[src/design/tplc_pkg.sv]
// shared types and constants for the two-point linear calibration unit
package tplc_pkg;

    // arithmetic word width
    localparam int unsigned WORD_W = 32;
    localparam int unsigned CODE_W = 31;
    localparam int unsigned CFG_IDX_W = 3;
    localparam int unsigned STEP_W = 5;

    // operation codes
    typedef enum logic [1:0] {
        OP_COEF   = 2'd0,
        OP_TO_CODE = 2'd1,
        OP_TO_VAL = 2'd2,
        OP_NOP    = 2'd3
    } opcode_t;

    // configuration register indexes
    localparam logic [CFG_IDX_W-1:0] REG_P1_CODE  = 3'd0;
    localparam logic [CFG_IDX_W-1:0] REG_P1_VALUE = 3'd1;
    localparam logic [CFG_IDX_W-1:0] REG_P2_CODE  = 3'd2;
    localparam logic [CFG_IDX_W-1:0] REG_P2_VALUE = 3'd3;
    localparam logic [CFG_IDX_W-1:0] REG_SCALE    = 3'd4;

    // input and result words
    typedef struct packed {
        logic [1:0]              opcode;
        logic signed [WORD_W-1:0] value_in;
        logic [CODE_W-1:0]       code_in;
    } in_item_t;

    typedef struct packed {
        logic signed [WORD_W-1:0] result;
        logic                    status;
    } out_item_t;

    // sequencer states
    typedef enum logic [3:0] {
        ST_IDLE,
        ST_PREP,
        ST_MUL,
        ST_ADJ,
        ST_DIV_INIT,
        ST_DIV,
        ST_FIX,
        ST_RND,
        ST_ICPT_A,
        ST_ICPT_B,
        ST_ICPT_C,
        ST_OUT
    } state_t;

endpackage

[src/design/two_point_linear_calibration.sv]
// two-point linear calibration unit with one shared multiplier and a radix-2 divider
//
// Usage: configuration words go in on cfg_valid/cfg_ready (ready out of reset) with a
// register index (0 p1_code, 1 p1_value, 2 p2_code, 3 p2_value, 4 scale) and
// data; write them only while the block is idle. One input word on
// s_valid/s_ready carries an opcode: 0 computes and stores gain and intercept
// and returns the gain, 1 turns value_in into a code, 2 turns code_in into a
// value, 3 returns zero. The result word comes out on m_valid/m_ready with a
// status bit that flags a zero divisor (result then zero).
// Opcode 0 runs prep, multiply, divider, sign fix, round and intercept states,
// opcodes 1 and 2 run multiply, intercept adjust, divider, sign fix and round,
// opcode 3 goes straight to the result; a zero divisor skips the divider.
// The restoring divider runs 32 steps; multiplies use the shared multiplier.
// One word is in flight at a time: s_ready is high only when idle, so a new
// word is taken only after the previous result has been taken.
// A stalled receiver holds the result register and keeps s_ready low.
// Synchronous reset clears the sequencer, gain and intercept, zeroes the
// calibration points and sets scale to 1; both ready outputs are low in reset.
module two_point_linear_calibration
    import tplc_pkg::*;
(
    input  logic                  aclk,
    input  logic                  aresetn,
    // configuration port
    input  logic                  cfg_valid,
    output logic                  cfg_ready,
    input  logic [CFG_IDX_W-1:0]  cfg_index,
    input  logic [WORD_W-1:0]     cfg_data,
    // input channel
    input  logic                  s_valid,
    output logic                  s_ready,
    input  in_item_t              s_data,
    // result channel
    output logic                  m_valid,
    input  logic                  m_ready,
    output out_item_t             m_data
);

    // configuration and persistent state
    logic [CODE_W-1:0]  p1_code_reg, p2_code_reg, scale_reg;
    logic [WORD_W-1:0]  p1_value_reg, p2_value_reg;
    logic [WORD_W-1:0]  gain_reg, gain_next;
    logic [WORD_W-1:0]  icpt_reg, icpt_next;

    // sequencer and datapath registers
    state_t             state_reg, state_next;
    opcode_t            op_reg, op_next;
    logic [WORD_W-1:0]  vin_reg, vin_next;
    logic [CODE_W-1:0]  cin_reg, cin_next;
    logic [WORD_W-1:0]  x_reg, x_next;
    logic [WORD_W-1:0]  y_reg, y_next;
    logic [WORD_W-1:0]  rem_reg, rem_next;
    logic [WORD_W-1:0]  quo_reg, quo_next;
    logic [WORD_W-1:0]  dmag_reg, dmag_next;
    logic               qneg_reg, qneg_next;
    logic [STEP_W-1:0]  cnt_reg, cnt_next;
    logic               err_reg, err_next;
    logic [WORD_W-1:0]  res_reg, res_next;

    // shared multiplier, low word only
    logic [WORD_W-1:0]  mul_a, mul_b, prod;
    // divider helpers
    logic [WORD_W-1:0]  dvd, dvd_mag, dsr_mag;
    logic [WORD_W:0]    trial;
    // rounding helpers
    logic [WORD_W-1:0]  q_adj;
    logic [WORD_W:0]    q_half;

    assign cfg_ready = aresetn;
    assign s_ready   = aresetn && (state_reg == ST_IDLE);
    assign m_valid   = (state_reg == ST_OUT);
    assign m_data.result = res_reg;
    assign m_data.status = err_reg;

    // configuration writes
    always_ff @(posedge aclk) begin
        if (!aresetn) begin
            p1_code_reg  <= '0;
            p1_value_reg <= '0;
            p2_code_reg  <= '0;
            p2_value_reg <= '0;
            scale_reg    <= CODE_W'(1);
        end else if (cfg_valid && cfg_ready) begin
            unique case (cfg_index)
                REG_P1_CODE:  p1_code_reg  <= cfg_data[CODE_W-1:0];
                REG_P1_VALUE: p1_value_reg <= cfg_data;
                REG_P2_CODE:  p2_code_reg  <= cfg_data[CODE_W-1:0];
                REG_P2_VALUE: p2_value_reg <= cfg_data;
                REG_SCALE:    scale_reg    <= cfg_data[CODE_W-1:0];
                default: ;
            endcase
        end
    end

    // multiplier operand select
    always_comb begin
        mul_a = x_reg;
        mul_b = {1'b0, scale_reg};
        case (state_reg)
            ST_MUL: begin
                case (op_reg)
                    OP_TO_CODE: begin
                        mul_a = vin_reg;
                        mul_b = {1'b0, scale_reg};
                    end
                    OP_TO_VAL: begin
                        mul_a = {1'b0, cin_reg};
                        mul_b = gain_reg;
                    end
                    default: begin
                        mul_a = x_reg;
                        mul_b = {1'b0, scale_reg};
                    end
                endcase
            end
            ST_ICPT_A: begin
                mul_a = p1_value_reg;
                mul_b = {1'b0, scale_reg};
            end
            ST_ICPT_B: begin
                mul_a = {1'b0, p1_code_reg};
                mul_b = gain_reg;
            end
            default: ;
        endcase
    end
    assign prod = mul_a * mul_b;

    // divider operand magnitudes: dividend is the doubled, wrapped numerator
    assign dvd     = {x_reg[WORD_W-2:0], 1'b0};
    assign dvd_mag = dvd[WORD_W-1] ? (~dvd + WORD_W'(1)) : dvd;
    assign dsr_mag = y_reg[WORD_W-1] ? (~y_reg + WORD_W'(1)) : y_reg;
    assign trial   = {rem_reg, quo_reg[WORD_W-1]} - {1'b0, dmag_reg};

    // add one away from zero, then halve toward zero
    assign q_adj  = x_reg[WORD_W-1] ? (x_reg - WORD_W'(1)) : (x_reg + WORD_W'(1));
    assign q_half = $signed({q_adj[WORD_W-1], q_adj} + {{WORD_W{1'b0}}, q_adj[WORD_W-1]})
                    >>> 1;

    // state register and datapath registers
    always_ff @(posedge aclk) begin
        if (!aresetn) begin
            state_reg <= ST_IDLE;
            gain_reg  <= '0;
            icpt_reg  <= '0;
        end else begin
            state_reg <= state_next;
            gain_reg  <= gain_next;
            icpt_reg  <= icpt_next;
        end
        op_reg   <= op_next;
        vin_reg  <= vin_next;
        cin_reg  <= cin_next;
        x_reg    <= x_next;
        y_reg    <= y_next;
        rem_reg  <= rem_next;
        quo_reg  <= quo_next;
        dmag_reg <= dmag_next;
        qneg_reg <= qneg_next;
        cnt_reg  <= cnt_next;
        err_reg  <= err_next;
        res_reg  <= res_next;
    end

    // sequencer
    always_comb begin
        state_next = state_reg;
        gain_next  = gain_reg;
        icpt_next  = icpt_reg;
        op_next    = op_reg;
        vin_next   = vin_reg;
        cin_next   = cin_reg;
        x_next     = x_reg;
        y_next     = y_reg;
        rem_next   = rem_reg;
        quo_next   = quo_reg;
        dmag_next  = dmag_reg;
        qneg_next  = qneg_reg;
        cnt_next   = cnt_reg;
        err_next   = err_reg;
        res_next   = res_reg;
        unique case (state_reg)
            ST_IDLE: begin
                if (s_valid) begin
                    op_next  = opcode_t'(s_data.opcode);
                    vin_next = s_data.value_in;
                    cin_next = s_data.code_in;
                    err_next = 1'b0;
                    res_next = '0;
                    y_next   = (opcode_t'(s_data.opcode) == OP_TO_CODE) ? gain_reg
                                                                        : {1'b0, scale_reg};
                    unique case (opcode_t'(s_data.opcode)) inside
                        OP_COEF:                state_next = ST_PREP;
                        OP_TO_CODE, OP_TO_VAL:  state_next = ST_MUL;
                        default:                state_next = ST_OUT;
                    endcase
                end
            end
            // point differences
            ST_PREP: begin
                x_next     = p2_value_reg - p1_value_reg;
                y_next     = {1'b0, p2_code_reg} - {1'b0, p1_code_reg};
                state_next = ST_MUL;
            end
            ST_MUL: begin
                x_next     = prod;
                state_next = (op_reg == OP_COEF) ? ST_DIV_INIT : ST_ADJ;
            end
            // apply intercept
            ST_ADJ: begin
                x_next     = (op_reg == OP_TO_CODE) ? (x_reg - icpt_reg) : (x_reg + icpt_reg);
                state_next = ST_DIV_INIT;
            end
            ST_DIV_INIT: begin
                rem_next  = '0;
                quo_next  = dvd_mag;
                dmag_next = dsr_mag;
                qneg_next = dvd[WORD_W-1] ^ y_reg[WORD_W-1];
                cnt_next  = '0;
                if (y_reg == '0) begin
                    err_next = 1'b1;
                    if (op_reg == OP_COEF) begin
                        gain_next  = '0;
                        state_next = ST_ICPT_A;
                    end else begin
                        res_next   = '0;
                        state_next = ST_OUT;
                    end
                end else begin
                    state_next = ST_DIV;
                end
            end
            // one restoring step per cycle
            ST_DIV: begin
                quo_next = {quo_reg[WORD_W-2:0], ~trial[WORD_W]};
                rem_next = trial[WORD_W] ? {rem_reg[WORD_W-2:0], quo_reg[WORD_W-1]}
                                         : trial[WORD_W-1:0];
                cnt_next = cnt_reg + STEP_W'(1);
                if (cnt_reg == STEP_W'(WORD_W - 1)) begin
                    state_next = ST_FIX;
                end
            end
            // restore quotient sign
            ST_FIX: begin
                x_next     = qneg_reg ? (~quo_reg + WORD_W'(1)) : quo_reg;
                state_next = ST_RND;
            end
            ST_RND: begin
                if (op_reg == OP_COEF) begin
                    gain_next  = q_half[WORD_W-1:0];
                    state_next = ST_ICPT_A;
                end else begin
                    res_next   = q_half[WORD_W-1:0];
                    state_next = ST_OUT;
                end
            end
            // intercept = p1_value * scale - p1_code * gain
            ST_ICPT_A: begin
                x_next     = prod;
                state_next = ST_ICPT_B;
            end
            ST_ICPT_B: begin
                y_next     = prod;
                state_next = ST_ICPT_C;
            end
            ST_ICPT_C: begin
                icpt_next  = x_reg - y_reg;
                res_next   = gain_reg;
                state_next = ST_OUT;
            end
            ST_OUT: begin
                if (m_ready) begin
                    state_next = ST_IDLE;
                end
            end
            default: state_next = ST_IDLE;
        endcase
    end

    // one word in flight at a time
    a_no_overlap: assert property (@(posedge aclk) disable iff (!aresetn)
        !(s_ready && m_valid)) else $error("input taken while result pending");

    a_busy_after_accept: assert property (@(posedge aclk) disable iff (!aresetn)
        s_valid && s_ready |=> !s_ready) else $error("ready after accept");

    a_err_zero: assert property (@(posedge aclk) disable iff (!aresetn)
        m_valid && m_data.status |-> m_data.result == '0)
        else $error("nonzero result with division error");

    a_div_length: assert property (@(posedge aclk) disable iff (!aresetn)
        state_reg == ST_DIV && cnt_reg == STEP_W'(WORD_W - 1) |=> state_reg == ST_FIX)
        else $error("divider step count wrong");

endmodule

[config.mk]
export PLATFORM = sky130hd
export DESIGN_NAME = two_point_linear_calibration
export DESIGN_NICKNAME = d
export VERILOG_FILES = /design/src/design/tplc_pkg.sv /design/src/design/two_point_linear_calibration.sv
export SDC_FILE = /design/constraint.sdc
export NUM_CORES = 2
export LEC_CHECK = 0
export BUFFER_PORTS_ARGS = -buffer_cell sky130_fd_sc_hd__clkbuf_2
export CAP_MARGIN = 10
export CORE_ASPECT_RATIO = 1.25
export CORE_MARGIN = 10
export CORE_UTILIZATION = 50
export DETAILED_ROUTE_END_ITERATION = 8
export HOLD_SLACK_MARGIN = 0.02
export PLACE_DENSITY_LB_ADDON = 0.12
export SLEW_MARGIN = 5
export SYNTH_ARGS = -nofsm -noshare
export SYNTH_HDL_FRONTEND = slang
export SYNTH_SLANG_ARGS = --single-unit
[constraint.sdc]
create_clock -name aclk -period 13.35 [get_ports aclk]
set_input_delay 0.6675 -clock aclk [delete_from_list [all_inputs] [get_ports aclk]]
set_output_delay 0.6675 -clock aclk [all_outputs]
set_load 0.005 [all_outputs]
==> metrics <==
Finished Cell Area between 50,000 and 60,000 sq um; post-synthesis compound-gate area fraction about 15%; Setup crit end kind flop; leak pwr ~22 nW; Worst Setup SP state_reg[0]; Final Cycle Share 80.53%; XOR/XNOR share of the synthesized area 7.064%; simple-gate share of the synthesized area approximately 17%; wl on met1 68,880 microns; Die Ht 367.3 microns; Netlist cell types a little over 90; worst hold path type in -> reg; register bit total from synthesis 489; Seq/Total Area, Yosys 25.77%; P&R area growth vs syn 9.237%; clk buf depth 3; Sink Count 489; initial DRC count 4,229; commonest non-fill, non-tap cell in the layout nand2_1; Synth Cell Area 48,250 sq um; CP Data Required Time 13.78 ns; Worst-Margin Slew approximately 1.4 ns; clock period minus final worst setup slack approximately 11 ns; drc violations 0; Final Util between 50% and 60%; via-per-instance ratio 6.100; DP Worst Slack 2.894 ns; Top Metal Used met5; R2R cell count 26; hold buffer count at cts 0; max cap viols 0; largest net degree at the start of global routing between 90 and 100; Setup TNS 0 ns; vias 42,710; Synth warnings 0; CTS tree built; first-pass GRT wire length ~270,000 microns; Gates resized, CTS repair 0; Top FF cell, synth edfxtp_1; min setup slack post-route 2.600 ns; Synth area leader fa_1; Met3 Wirelength approximately 17,000 microns; Post-Syn Instances 5,593; top cells by area, synth fa_1 (17%), edfxtp_1 (16%), dfxtp_1 (9.3%); crit path to x_reg[29]; RSZ-0062 raised after global routing no; reg2reg end x_reg[29]; Startpoint Class flop; H-Tree Depth 2; vias in the first global route 41,420; Worst Path Class, Setup reg -> reg; grt ovf 0; largest family of logic cells by synthesized area adder cells; GRT Total Usage 33.24%; Worst VDD drop between 0.15 and 0.2 mV; Initial Util 50.35%; PD cells 228.0 nW/um^2; r2r startpoint state_reg[0]; fmax roughly 0.093 GHz; Fillers 8,898; non-filler cells in the finished layout 7,001; WL met2 84,370 microns; clock buffer count from CTS 54; syn_nets 6,435; PortBufs 140; # nets final 6,500; # Post-CTS Setup Buffers 0; Root Buffer clkbuf_16; Post-Synth Adder-Cell Area 25.55%; Slew Limit Fails 0; Detailed Place HPWL roughly 150,000 microns; async set-reset flop share out of synthesis 0%; DIE WIDTH just under 300 microns; Worst-Skew Late Latency slightly below 0.7 ns; dpl cell area around 51,000 sq um; r2r setup slk 2.60 ns; standard-cell rows 127; Hold WS roughly 0.17 ns; core area approximately 96,000 sq um; wire length per cell about 27 microns; Ports 141; Final Power between 10 and 15 mW; Placed Instances 6,892; Post-Syn Area per Cell 8.627 sq um; die area 109,400 sq um; Clock transition at path regs 0.07 ns; share of post-route cells with drive strength above 1 under 10%; antenna viol nets, final 0; multiplexer share of the synthesized area 2.518%; endpoints failing setup 0; worst-case clock skew 0.03989 ns; First-pass DRT Iterations 9; final number of hold-violating endpoints 0; CP Max Fanout 34; initial antenna violation count 15; most frequent cells in the layout nand2_1 (749), inv_1 (640), nor2_1 (575); status finished clean; top cell type's share of synthesized area 17.18%; GPL Wtd Cong 1.047; WP data arrival 11.18 ns; EDFF count, synth ~260; Routed WL ~190,000 microns; Slew HR 9.831%
## worst max-delay path, stage by stage (launching register included)
cell and delay, ns:
dfxtp_1 0.60, buf_4 0.52, nor4b_4 0.10, buf_4 0.30, a222oi_1 1.05, o21a_1 0.67
nor2_1 0.16, fa_1 0.56, inv_1 0.05, fa_1 0.49, fa_1 0.45, fa_1 0.54
inv_1 0.05, fa_1 0.53, fa_1 0.58, fa_1 0.42, fa_1 0.45, ha_1 0.37
nand2_1 0.13, or2_2 0.34, or3_1 0.38, o21ai_0 0.53, a31oi_1 0.23, xor2_1 0.37
o22ai_1 0.14, a31o_2 0.25, a31o_2 0.20
## layout make-up
class / count / area [sq um] / area share, %
multi-input cells: 4216 / 32740 / 62.11
flip-flops and latches: 489 / 12430 / 23.59
inverters: 643 / 2419 / 4.589
well taps: 1290 / 1614 / 3.062
repair buffers: 254 / 1556 / 2.953
clock buffers: 68 / 1519 / 2.882
clock inverters: 34 / 412.9 / 0.7834
diodes: 7 / 17.52 / 0.03324
## how the worst min path moves through the flow
stage | cells after the start | start | end
floorplan | 2 | p1_code_reg[29] | p1_code_reg[29]
detailed placement | 2 | p2_value_reg[0] | p2_value_reg[0]
CTS | 1 | s_data[30] | cin_reg[30]
global placement | 2 | p1_value_reg[25] | p1_value_reg[25]
finish | 1 | s_data[40] | vin_reg[9]
global route | 1 | s_data[30] | cin_reg[30]
## where the power goes
group,switching (mW),internal (mW),leakage (nW)
Sequential,0.373,2.03,4.31
Clock,0.709,0.965,0.960
Combinational,5.21,2.73,16.7
Total,6.29,5.73,22.0
## logic make-up (layout without fill, tap and decap cells)
family,Yosys count,in the layout
muxes,118,118
adders and majority gates,737,737
buffers and inverters,888,999
other,0,7
and+or+nand+nor,1825,1825
AOI/OAI and AO/OA,1161,1161
xor gates and xnor gates,375,375
DFF,489,489
## synthesized netlist by cell type (all sizes together) (23+ instances only)
library cell / count
nand2b: 76
or3: 32
and3: 29
nor2: 582
dfxtp: 225
buf: 35
clkbuf: 210
xor2: 130
a22o: 33
ha: 323
nand3: 67
inv: 642
a21oi: 407
o22ai: 23
o21ai: 234
nor2b: 44
xnor2: 236
a211oi: 31
a31oi: 34
a21o: 76
o21a: 47
mux2i: 100
nand4: 23
nor3: 64
or2: 57
fa: 414
a221oi: 23
nand2: 750
o31ai: 36
edfxtp: 264
o21bai: 29
## routing by layer
metal,up-vias,track usage (%)
li1,18990,-
met1,20980,40.06
met2,2100,52.88
met3,622,7.087
met4,16,22.96
met5,-,0
No activity file was read; power rests on OpenSTA's default activity.
